==> src/rtl/bfl_pkg.sv <==
`default_nettype none
package bfl_pkg;

    // Pool geometry
    localparam int NUM_BUFS = 64;
    localparam int ID_W     = $clog2(NUM_BUFS);
    localparam int CNT_W    = ID_W + 1;

    // Function codes
    localparam logic [2:0] FN_ALLOC = 3'd0;
    localparam logic [2:0] FN_FREE  = 3'd1;
    localparam logic [2:0] FN_MARK  = 3'd2;
    localparam logic [2:0] FN_QUERY = 3'd3;
    localparam logic [2:0] FN_RESET = 3'd4;

    // Status codes
    localparam logic [1:0] ST_OK    = 2'd0;
    localparam logic [1:0] ST_EMPTY = 2'd1;
    localparam logic [1:0] ST_RANGE = 2'd2;
    localparam logic [1:0] ST_FULL  = 2'd3;

    // Reset value of the pool size register
    localparam logic [CNT_W-1:0] POOL_SIZE_RST = CNT_W'(NUM_BUFS);

    typedef struct packed {
        logic [2:0]      func;
        logic [ID_W-1:0] buffer_id;
    } t_cmd;

    typedef struct packed {
        logic [1:0]       status;
        logic [ID_W-1:0]  granted_id;
        logic [CNT_W-1:0] free_count;
        logic [CNT_W-1:0] used_count;
    } t_rsp;

    // Controller to datapath
    typedef struct packed {
        logic accept;
        logic finish;
    } t_ctl_cmd;

    // Datapath to controller
    typedef struct packed {
        logic pop_go;
    } t_dp_sts;

endpackage
`default_nettype wire

==> src/rtl/bfl_ctrl.sv <==
`default_nettype none
module bfl_ctrl (
    input  wire logic              i_clk,
    input  wire logic              i_rst_n,
    input  wire logic              start,
    output logic                   busy,
    input  wire bfl_pkg::t_dp_sts  i_sts,
    output bfl_pkg::t_ctl_cmd      o_cmd
);

    typedef enum logic [1:0] {
        S_IDLE = 2'b01,
        S_POP  = 2'b10
    } t_state;

    t_state r_state;
    t_state n_state;

    assign busy = (r_state == S_POP);

    // Issue commands to the datapath
    always_comb begin
        o_cmd.accept = start && !busy;
        o_cmd.finish = (r_state == S_POP);
    end

    // Advance: a pop waits in S_POP for the registered stack read
    always_comb begin
        n_state = r_state;
        unique case (r_state)
            S_IDLE: begin
                if (o_cmd.accept && i_sts.pop_go) begin
                    n_state = S_POP;
                end
            end
            S_POP: begin
                n_state = S_IDLE;
            end
            default: begin
                n_state = S_IDLE;
            end
        endcase
    end

    always_ff @(posedge i_clk) begin
        if (!i_rst_n) begin
            r_state <= S_IDLE;
        end else begin
            r_state <= n_state;
        end
    end

endmodule
`default_nettype wire

==> src/rtl/bfl_dp.sv <==
`default_nettype none
module bfl_dp (
    input  wire logic                          i_clk,
    input  wire logic                          i_rst_n,
    input  wire logic                          i_cfg_we,
    input  wire logic [bfl_pkg::CNT_W-1:0]     i_cfg_wdata,
    input  wire bfl_pkg::t_cmd                 i_cmd,
    input  wire bfl_pkg::t_ctl_cmd             i_ctl,
    output bfl_pkg::t_dp_sts                   o_sts,
    output logic                               o_valid,
    output bfl_pkg::t_rsp                      o_rsp
);

    localparam int ID_W  = bfl_pkg::ID_W;
    localparam int CNT_W = bfl_pkg::CNT_W;

    // Free stack storage
    logic [ID_W-1:0] mem [bfl_pkg::NUM_BUFS];
    logic [ID_W-1:0] r_rdata;

    logic [CNT_W-1:0] r_pool_size;
    logic [CNT_W-1:0] r_active, n_active;
    logic [CNT_W-1:0] r_top,    n_top;
    logic [CNT_W-1:0] r_hand,   n_hand;
    // Lowest top since the last reload: entries below it read back as their own index
    logic [CNT_W-1:0] r_low,    n_low;
    logic [ID_W-1:0]  r_pop_idx, n_pop_idx;
    logic             r_pop_orig, n_pop_orig;
    logic             r_valid,  n_valid;
    bfl_pkg::t_rsp    r_rsp,    n_rsp;
    logic [bfl_pkg::NUM_BUFS-1:0] r_in_use;

    logic [CNT_W-1:0] top_m1;
    logic [ID_W-1:0]  rd_addr;
    logic [CNT_W-1:0] clamp_size;
    logic             id_ok;
    logic             do_push;
    logic             do_set;
    logic             do_clr;
    logic             do_reload;
    logic [1:0]       st;

    assign top_m1  = r_top - CNT_W'(1);
    assign rd_addr = top_m1[ID_W-1:0];
    assign id_ok   = ({1'b0, i_cmd.buffer_id} < r_active);

    assign o_sts.pop_go = (i_cmd.func == bfl_pkg::FN_ALLOC) && (r_top != '0);
    assign o_valid      = r_valid;
    assign o_rsp        = r_rsp;

    // Clamp the configured size into 1..NUM_BUFS
    always_comb begin
        if (r_pool_size == '0) begin
            clamp_size = CNT_W'(1);
        end else if (r_pool_size > CNT_W'(bfl_pkg::NUM_BUFS)) begin
            clamp_size = CNT_W'(bfl_pkg::NUM_BUFS);
        end else begin
            clamp_size = r_pool_size;
        end
    end

    // Execute one command
    always_comb begin
        n_active   = r_active;
        n_top      = r_top;
        n_hand     = r_hand;
        n_low      = r_low;
        n_pop_idx  = r_pop_idx;
        n_pop_orig = r_pop_orig;
        n_valid    = 1'b0;
        n_rsp      = r_rsp;
        do_push    = 1'b0;
        do_set     = 1'b0;
        do_clr     = 1'b0;
        do_reload  = 1'b0;
        st         = bfl_pkg::ST_OK;
        if (i_ctl.finish) begin
            n_valid          = 1'b1;
            n_rsp.status     = bfl_pkg::ST_OK;
            n_rsp.granted_id = r_pop_orig ? r_pop_idx : r_rdata;
            n_rsp.free_count = r_top;
            n_rsp.used_count = r_hand;
        end else if (i_ctl.accept) begin
            unique case (i_cmd.func)
                bfl_pkg::FN_ALLOC: begin
                    if (r_top == '0) begin
                        n_valid = 1'b1;
                        st      = bfl_pkg::ST_EMPTY;
                    end else begin
                        // Pop: the response follows once the read returns
                        n_top      = top_m1;
                        n_pop_idx  = rd_addr;
                        n_pop_orig = (top_m1 < r_low);
                        n_low      = (top_m1 < r_low) ? top_m1 : r_low;
                        if (r_hand != '1) begin
                            n_hand = r_hand + CNT_W'(1);
                        end
                    end
                end
                bfl_pkg::FN_FREE: begin
                    n_valid = 1'b1;
                    if (!id_ok) begin
                        st = bfl_pkg::ST_RANGE;
                    end else begin
                        do_clr = 1'b1;
                        if (r_hand != '0) begin
                            n_hand = r_hand - CNT_W'(1);
                        end
                        if (r_top >= r_active) begin
                            st = bfl_pkg::ST_FULL;
                        end else begin
                            do_push = 1'b1;
                            n_top   = r_top + CNT_W'(1);
                        end
                    end
                end
                bfl_pkg::FN_MARK: begin
                    n_valid = 1'b1;
                    if (!id_ok) begin
                        st = bfl_pkg::ST_RANGE;
                    end else begin
                        do_set = 1'b1;
                    end
                end
                bfl_pkg::FN_RESET: begin
                    n_valid   = 1'b1;
                    do_reload = 1'b1;
                    n_active  = clamp_size;
                    n_top     = clamp_size;
                    n_low     = clamp_size;
                    n_hand    = '0;
                end
                default: begin
                    // Query and unused codes only report
                    n_valid = 1'b1;
                end
            endcase
            if (n_valid) begin
                n_rsp.status     = st;
                n_rsp.granted_id = '0;
                n_rsp.free_count = n_top;
                n_rsp.used_count = n_hand;
            end
        end
    end

    // Stack memory: write on push, read the top entry every cycle
    always_ff @(posedge i_clk) begin
        if (do_push) begin
            mem[r_top[ID_W-1:0]] <= i_cmd.buffer_id;
        end
        r_rdata <= mem[rd_addr];
    end

    // Payload registers
    always_ff @(posedge i_clk) begin
        r_rsp      <= n_rsp;
        r_pop_idx  <= n_pop_idx;
        r_pop_orig <= n_pop_orig;
    end

    // Control registers
    always_ff @(posedge i_clk) begin
        if (!i_rst_n) begin
            r_pool_size <= bfl_pkg::POOL_SIZE_RST;
            r_active    <= CNT_W'(bfl_pkg::NUM_BUFS);
            r_top       <= CNT_W'(bfl_pkg::NUM_BUFS);
            r_low       <= CNT_W'(bfl_pkg::NUM_BUFS);
            r_hand      <= '0;
            r_valid     <= 1'b0;
            r_in_use    <= '0;
        end else begin
            if (i_cfg_we) begin
                r_pool_size <= i_cfg_wdata;
            end
            r_active <= n_active;
            r_top    <= n_top;
            r_low    <= n_low;
            r_hand   <= n_hand;
            r_valid  <= n_valid;
            if (do_reload) begin
                r_in_use <= '0;
            end else if (do_set) begin
                r_in_use[i_cmd.buffer_id] <= 1'b1;
            end else if (do_clr) begin
                r_in_use[i_cmd.buffer_id] <= 1'b0;
            end
        end
    end

`ifndef ASSERT_OFF
    a_top_in_pool: assert property (@(posedge i_clk) disable iff (!i_rst_n)
        r_top <= r_active)
        else $error("stack top above active pool size");

    a_low_below_top: assert property (@(posedge i_clk) disable iff (!i_rst_n)
        r_low <= r_top)
        else $error("low mark above stack top");

    a_finish_reports: assert property (@(posedge i_clk) disable iff (!i_rst_n)
        i_ctl.finish |=> (r_valid && r_rsp.status == bfl_pkg::ST_OK))
        else $error("pop did not produce an ok beat");

    a_free_clears: assert property (@(posedge i_clk) disable iff (!i_rst_n)
        (i_ctl.accept && !i_ctl.finish && i_cmd.func == bfl_pkg::FN_FREE && id_ok)
        |=> !r_in_use[$past(i_cmd.buffer_id)])
        else $error("free left the in-use bit set");
`endif

endmodule
`default_nettype wire

==> src/rtl/buffer_id_free_list_pool.sv <==
// Buffer-ID pool: a LIFO free stack of IDs with per-buffer in-use bits
// and a count of buffers handed out.
// Command channel: a beat {func, buffer_id} is taken at a clock edge with
// start high and busy low. Response channel: o_valid marks each response
// beat {status, granted_id, free_count, used_count} for one cycle; the
// receiver cannot stall it, so it must take every beat.
// Responses: free, mark, query, pool reset and an allocate on an empty
// stack answer in the cycle after the command; an allocate that pops goes
// through the registered stack read and then the response register; busy
// is high meanwhile. Throughput: one command per cycle while busy is low.
// Config: i_cfg_we/i_cfg_wdata write pool_size, used at the next pool
// reset command; hardware reset restores it to 64. Write it only while idle.
// Reset (i_rst_n low, synchronous): pool of 64 IDs, highest pops first,
// in-use bits and used count cleared. No memory sweep: entries not yet
// pushed since a reload read back as their own index.
`default_nettype none
module buffer_id_free_list_pool (
    input  wire logic                       i_clk,
    input  wire logic                       i_rst_n,
    input  wire logic                       i_cfg_we,
    input  wire logic [bfl_pkg::CNT_W-1:0]  i_cfg_wdata,
    input  wire logic                       start,
    output logic                            busy,
    input  wire bfl_pkg::t_cmd              i_cmd,
    output logic                            o_valid,
    output bfl_pkg::t_rsp                   o_rsp
);

    bfl_pkg::t_ctl_cmd ctl_cmd;
    bfl_pkg::t_dp_sts  dp_sts;

    bfl_ctrl u_ctrl (
        .i_clk   (i_clk),
        .i_rst_n (i_rst_n),
        .start   (start),
        .busy    (busy),
        .i_sts   (dp_sts),
        .o_cmd   (ctl_cmd)
    );

    bfl_dp u_dp (
        .i_clk       (i_clk),
        .i_rst_n     (i_rst_n),
        .i_cfg_we    (i_cfg_we),
        .i_cfg_wdata (i_cfg_wdata),
        .i_cmd       (i_cmd),
        .i_ctl       (ctl_cmd),
        .o_sts       (dp_sts),
        .o_valid     (o_valid),
        .o_rsp       (o_rsp)
    );

endmodule
`default_nettype wire
==> config.mk <==
export PLATFORM = sky130hd
export DESIGN_NAME = buffer_id_free_list_pool
export DESIGN_NICKNAME = d
export VERILOG_FILES = /design/src/rtl/bfl_pkg.sv /design/src/rtl/bfl_ctrl.sv /design/src/rtl/bfl_dp.sv /design/src/rtl/buffer_id_free_list_pool.sv
export SDC_FILE = /design/constraint.sdc
export NUM_CORES = 1
export LEC_CHECK = 0
export BUFFER_PORTS_ARGS = -buffer_cell sky130_fd_sc_hd__buf_2
export CORE_MARGIN = 5
export CORE_UTILIZATION = 56
export CTS_CLUSTER_DIAMETER = 80
export CTS_CLUSTER_SIZE = 28
export DETAILED_ROUTE_END_ITERATION = 7
export PLACE_DENSITY = 0.85
export SLEW_MARGIN = 20
export SYNTH_ARGS = -nofsm -noshare
export SYNTH_HDL_FRONTEND = slang
export SYNTH_SLANG_ARGS = --single-unit
==> constraint.sdc <==
create_clock -name i_clk -period 4.2 [get_ports i_clk]
set_input_delay 0.84 -clock i_clk [delete_from_list [all_inputs] [get_ports i_clk]]
set_output_delay 0.84 -clock i_clk [all_outputs]
set_load 0.05 [all_outputs]
==> results.py, run 1 <==
metrics = {
    "run_status": {
        "outcome": "complete, no violations",
    },
    "sta": {
        "fin_tns_setup_ns": 0,
        "timing_hold_violations_final": 0,
        "skew_ns": 0.0329,
        "timing.final.crit_share_pct": 92.3,
        "slew_violations": 0,
        "max-slew-margin-rel_pct": 42.3,
        "max_freq_mhz": 258,
        "rsz0062_at_grt": "no",
        "min_period_ns": 3.88,
        "setup_viol": 0,
        "worstMarginPinSlew_ns": 0.865,
    },
    "floorplanning": {
        "die_y_um": 196,
        "fp.coreArea_mm2": 0.0343,
        "die_area_mm2": 0.0383,
        "initial_core_util_pct": 56.3,
        "die_w_um": 196,
        "fp-row-count": 68,
        "boundaryPins": 44,
    },
    "power": {
        "power_frac_clock_pct": 29.6,
        "combPwrFrac_pct": 11.0,
        "netSwitchingFraction_pct": 24.3,
        "ir_drop_uv": 407,
        "p_seq_share_pct": 59.4,
        "p_per_area_mw_per_mm2": 407,
        "p_sw_mw": 2.06,
        "power.leakage_nw": 6.80,
        "internal_power_mw": 6.43,
    },
    "yosys": {
        "synth-edff-count": 411,
        "synth.distinct_cells": 66,
        "ys_ff_latch": 457,
        "netlist_area_mm2": 0.0193,
        "synthFlopType": "edfxtp_1",
        "yosys_warnings": 0,
        "synth-seq-area-share_pct": 68.7,
        "synthesis.nets": 1212,
        "synth.avg_cell_area_um2": 16.5,
        "async_flop_share_pct": 0,
        "synthesis.instances": 1168,
    },
    "grt": {
        "antenna_found_initial": 0,
        "grt_first_pass_wirelength_mm": 65.7,
        "grt_start_max_net_pins": 112,
        "overflow": 0,
        "grt_pass1_vias": 10900,
        "grt.total_usage_pct": 22.4,
    },
    "route": {
        "vias": 10800,
        "first_iter_violations": 1193,
        "drc": 0,
        "wirelength_mm": 43.6,
        "first_pass_iters": 6,
        "vias_per_cell": 6.47,
        "ant_nets": 0,
        "wl_per_cell_um": 26.1,
    },
    "flow_run": {
        "maxCapViolations": 0,
    },
    "place": {
        "place.gp.congestion": 0.942,
        "place_hpwl_mm": 28.6,
        "numPortBuffers": 43,
        "place_inst": 1641,
        "post_dp_cell_area_mm2": 0.0202,
    },
    "clock_tree": {
        "cts_max_path_buffers": 3,
        "insertion_delay_ns": 0.58,
        "cts-htree-levels": 1,
        "post_cts_buffers": 0,
        "numCtsBuffers": 22,
        "clock-sinks": 457,
        "path_clk_slew_ns": 0.11,
        "cts_tree": "yes",
        "cts_root_buffer": "clkbuf_16",
        "cts-resized-gates": 0,
        "ctsHoldBuffers": 0,
    },
    "worst_setup_path": {
        "regToRegSetupSlack_ns": 0.32,
        "rr_endpoint": "u_dp.mem[14][2]",
        "cp-start-kind": "flip-flop",
        "cp_max_fo": 9,
        "reg2regPathDepth": 8,
        "r2r_start": "u_dp.r_top[0]",
        "crit_type": "reg2reg",
        "cp.arrival_ns": 4.10,
        "end_kind": "flip-flop",
        "critical_path_required_ns": 4.42,
    },
    "worst_hold_path": {
        "worstHoldEndpoint": "u_ctrl.r_state[1]",
        "min_path_type": "reg2reg",
        "min_from": "u_ctrl.r_state[1]",
        "min_path_cells": 1,
    },
    "cells_and_area": {
        "fin_area_mm2": 0.0209,
        "instances_no_fill": 1671,
        "drive_gt1_share_pct": 19.6,
        "final_nets": 1254,
        "syn_to_final_growth_pct": 8.11,
        "diodes": 0,
        "final_cell_mix": "edfxtp_1, nor2_1, mux4_2",
        "final_common_cell": "edfxtp_1",
    },
}
==> per-layer routing <==
metal | GRT usage [%] | routed length (um) | vias to the layer above
met4 | 7.53 | 1740 | 0
met2 | 38.0 | 21800 | 581
met1 | 30.3 | 16600 | 5424
met3 | 3.33 | 3440 | 100
li1 | - | - | 4714
met5 | 0 | 0 | -
==> cells by family (layout without fill, tap and decap cells) <==
kind of cell / after synthesis / after routing / synth area share [%]
XOR/XNOR: 7 / 7 / 0.318
buffers and inverters: 98 / 146 / 2.15
AO/OA/AOI/OAI: 175 / 175 / 6.07
multiplexers: 148 / 148 / 14.7
AND/OR/NAND/NOR: 259 / 259 / 6.50
flip-flops: 457 / 457 / 68.7
adder cells (fa/ha/maj): 24 / 24 / 1.56
==> how the worst max path moves through the flow <==
stage                              from         endpoint  slack, ns
after floorplan           u_dp.r_top[0]    u_dp.r_low[2]       0.17
after global placement         i_cmd[5]   u_dp.mem[8][1]       0.26
after detailed placement       i_cmd[2]   u_dp.mem[8][3]        0.1
after CTS                 u_dp.r_top[0]  u_dp.mem[14][1]       0.41
after global routing      u_dp.r_top[0]   u_dp.mem[8][4]       0.18
final                     u_dp.r_top[0]  u_dp.mem[14][2]       0.32
==> through the flow <==
step / utilization, % / hold WS (ns) / setup slack [ns] / power [mW]
2_1_floorplan: - / 0.409 / 0.174 / 5.76
3_3_place_gp: 58.8 / 0.421 / 0.255 / 6.05
3_5_place_dp: 58.8 / 0.424 / 0.0996 / 6.07
4_1_cts: 60.9 / 0.436 / 0.411 / 8.51
5_1_grt: 60.9 / 0.448 / 0.184 / 8.77
6_report: 60.9 / 0.435 / 0.322 / 8.49
==> registers in the layout (all words and copies together) (netlist names) <==
register and flops:
u_dp.r_low 7, u_dp.o_rsp 22, u_dp.r_hand 7, u_dp.r_pop_orig 1, u_ctrl.r_state 2, u_dp.mem 384
u_dp.r_active 7, u_dp.r_pop_idx 6, u_dp.r_rdata 6, u_dp.r_pool_size 7, u_dp.o_valid 1, u_dp.r_top 7
==> cell usage after synthesis, drive strengths merged, types with 6 or more instances <==
master	count	area, um^2
a21o	6	45.0
a211oi	9	67.6
a31oi	16	100
nor3	20	111
mux2i	39	390
nand3	17	85.1
inv	28	105
mux4	108	2430
or3	9	56.3
o211ai	7	52.6
dfxtp	46	921
nand2b	6	37.5
nor2b	16	100
o21a	6	45.0
o22a	7	61.3
clkbuf	44	165
nor2	111	417
nand2	42	158
o21ai	23	115
o22ai	17	106
edfxtp	411	12300
buf	26	145
nor3b	6	45.0
ha	24	300
o211a	6	60.1
a21oi	43	215
==> critical path: stages (launching register included) <==
cell      delay, ns
dfxtp_4        0.37
inv_1          0.22
ha_1           0.28
nand2b_1       0.14
a31oi_1        0.26
o21ai_0        0.35
nor4_4         0.82
nand3b_1       0.50
nor2_1         0.59
==> power groups by stage <==
stage               combinational (mW)  clock [mW]  sequential [mW]
floorplan                        0.574           0             5.19
global placement                 0.898           0             5.15
detailed placement               0.920           0             5.15
CTS                              0.927        2.54             5.05
global route                     0.993        2.73             5.05
finish                           0.931        2.51             5.05
==> cell type report <==
type                            count  area (um^2)
Fill cell                        2449        13400
Sequential cell                   457        13300
Multi-Input combinational cell    613         5660
Tap cell                          455          569
Timing Repair Buffer               88          566
Clock buffer                       23          554
Clock inverter                      7          144
Inverter                           28          105
Power figures use the tool's default switching activity.
==> run 2: changes to the inputs <==
--- a/config.mk
+++ b/config.mk
@@ -7,11 +7,12 @@
 export LEC_CHECK = 0
 export BUFFER_PORTS_ARGS = -buffer_cell sky130_fd_sc_hd__buf_2
 export CORE_MARGIN = 5
-export CORE_UTILIZATION = 56
+export CORE_UTILIZATION = 65
 export CTS_CLUSTER_DIAMETER = 80
 export CTS_CLUSTER_SIZE = 28
 export DETAILED_ROUTE_END_ITERATION = 7
-export PLACE_DENSITY = 0.85
+export GPL_TIMING_DRIVEN = 0
+export PLACE_DENSITY = 0.92
 export SLEW_MARGIN = 20
 export SYNTH_ARGS = -nofsm -noshare
 export SYNTH_HDL_FRONTEND = slang
==> constraint.sdc (replaced) <==
create_clock -name i_clk -period 4.7 [get_ports i_clk]
set_input_delay 0.94 -clock i_clk [delete_from_list [all_inputs] [get_ports i_clk]]
set_output_delay 0.94 -clock i_clk [all_outputs]
set_load 0.05 [all_outputs]
==> run 2 against run 1 <==
Net effect:
- clock skew decreased by 0.0074 ns
- critical path depth increased by 2
- fmax is 13% lower
- via count rose by 7.8%
- register-to-register slack got worse by 0.09 ns
- global-route usage rose by 6.2 points
- sequential share of layout area up 0.66 points
- cell count fell by 2.1%
==> results.py, run 2 (same netlist as run 1, synthesis figures left out) <==
metrics = {
    "route": {
        "vias": 11700,
        "vias_per_cell": 7.13,
        "first_iter_violations": 1886,
        "first_pass_iters": 7,
        "drc": 0,
        "wirelength_mm": 47.4,
        "wl_per_cell_um": 29.0,
        "ant_nets": 0,
    },
    "floorplanning": {
        "boundaryPins": 44,
        "fp.coreArea_mm2": 0.0295,
        "initial_core_util_pct": 65.5,
        "die_area_mm2": 0.0332,
        "fp-row-count": 63,
        "die_y_um": 182,
        "die_w_um": 182,
    },
    "worst_hold_path": {
        "min_from": "u_ctrl.r_state[1]",
        "min_path_cells": 1,
        "worstHoldEndpoint": "u_ctrl.r_state[1]",
        "min_path_type": "reg2reg",
    },
    "sta": {
        "max-slew-margin-rel_pct": 32.8,
        "slew_violations": 0,
        "setup_ws_ns": 0.230,
        "max_freq_mhz": 224,
        "timing_hold_violations_final": 0,
        "timing.final.crit_share_pct": 95.1,
        "hold_ws_ns": 0.448,
        "min_period_ns": 4.47,
        "worstMarginPinSlew_ns": 1.00,
        "skew_ns": 0.0255,
        "setup_viol": 0,
        "rsz0062_at_grt": "no",
    },
    "power": {
        "ir_drop_uv": 359,
        "p_per_area_mw_per_mm2": 359,
        "power.leakage_nw": 6.68,
    },
    "worst_setup_path": {
        "slowest_delay_ns": 0.67,
        "path_cells": "buf_4 > buf_8 > inv_1 > ha_1 > nand2b_1 > a31oi_1 > o21ai_0 > nor4_4 > nand3_1 > nor2_1",
        "cp-start-kind": "flip-flop",
        "worst_path_max_delay_cell": "nor2_1",
        "regToRegSetupSlack_ns": 0.23,
        "cp_max_fo": 19,
        "crit_type": "reg2reg",
        "reg2regPathDepth": 10,
        "cp.arrival_ns": 4.66,
        "critical_path_required_ns": 4.89,
        "rr_endpoint": "u_dp.mem[55][1]",
        "r2r_start": "u_dp.r_top[0]",
        "end_kind": "flip-flop",
    },
    "clock_tree": {
        "numCtsBuffers": 20,
        "cts_root_buffer": "clkbuf_16",
        "cts_max_path_buffers": 3,
        "insertion_delay_ns": 0.56,
        "cts_tree": "yes",
        "ctsHoldBuffers": 0,
        "clock-sinks": 457,
        "path_clk_slew_ns": 0.12,
        "cts-htree-levels": 1,
    },
    "grt": {
        "antenna_found_initial": 1,
        "overflow": 0,
        "grt.total_usage_pct": 28.7,
        "grt_first_pass_wirelength_mm": 71.8,
        "grt_pass1_vias": 11700,
        "grt_start_max_net_pins": 66,
    },
    "place": {
        "place.gp.congestion": 1.00,
        "numPortBuffers": 42,
        "dp_worst_setup_slack_ns": -1.02,
        "place_hpwl_mm": 31.7,
    },
    "run_status": {
        "outcome": "complete, no violations",
    },
    "flow_run": {
        "maxCapViolations": 0,
    },
    "cells_and_area": {
        "syn_to_final_growth_pct": 6.96,
        "drive_gt1_share_pct": 16.6,
        "final_cell_mix": "edfxtp_1, nor2_1, mux4_2",
        "largest_reg_flops": 384,
        "final_common_cell": "edfxtp_1",
        "fillers": 1810,
        "final_nets": 1275,
    },
}
run 2: how the worst max path moves through the flow:
stage                   from               to  depth (start not counted)
6_report       u_dp.r_top[0]  u_dp.mem[55][1]                         10
4_1_cts        u_dp.r_top[0]    u_dp.r_low[5]                         17
3_3_place_gp   u_dp.r_top[0]    u_dp.r_low[2]                         17
2_1_floorplan  u_dp.r_top[0]    u_dp.r_low[2]                         17
5_1_grt        u_dp.r_top[0]  u_dp.mem[55][0]                         10
3_5_place_dp   u_dp.r_top[0]    u_dp.r_low[2]                         17
run 2: routing by layer:
| layer | global-route usage, % | vias up | routed length [um] |
|---|---|---|---|
| met5 | 0 | - | 0 |
| met4 | 10.6 | 0 | 2360 |
| met3 | 5.48 | 200 | 5520 |
| met2 | 47.3 | 970 | 23200 |
| met1 | 38.8 | 5745 | 16400 |
| li1 | - | 4753 | - |
run 2: where the power goes:
group | internal (mW) | total (mW) | leakage [nW] | switching (mW)
Sequential | 4.48 | 4.51 | 4.09 | 0.0296
Clock | 0.828 | 2.02 | 0.280 | 1.19
Combinational | 0.316 | 0.888 | 2.31 | 0.572
Total | 5.62 | 7.41 | 6.68 | 1.79
run 2: worst max-delay path: cells and delay by family (launching register included):
kind	cells	cell delay, ns
AND/OR/NAND/NOR	4	1.87
buffers and inverters	3	0.77
adder cells (fa/ha/maj)	1	0.32
AO/OA/AOI/OAI	2	0.63
flip-flops	1	0.49
run 2: stage by stage:
stage	power (mW)	instance area, um^2	TNS [ns]	util [%]	std cells
CTS	7.38	20600	0	69.9	1635
global route	7.64	20600	0	70.0	1635
finish	7.41	20600	0	70.0	1636
detailed placement	5.45	20000	-114.19	67.8	1600
global placement	5.40	20000	-39.86	67.8	1600
floorplan	5.15	19300	0	-	1168
run 2: what timing repair did:
action / in CTS / in global routing
setup buffers: 0 / 1
setup endpoints to repair: 301 / 254
resized for setup: 7 / 5
pin swaps: 0 / 1
cloned: 0 / 0
run 2: area by class of cell:
class	instances	area, um^2	area share (%)
plain buffers	68	314	1.52
well taps	390	488	2.36
diodes	1	2.50	0.0121
clock buffers	33	549	2.66
flip-flops and latches	457	13300	64.2
clock inverters	3	41.3	0.200
multi-input cells	613	5650	27.4
inverters	28	105	0.509
repair buffers	43	233	1.13
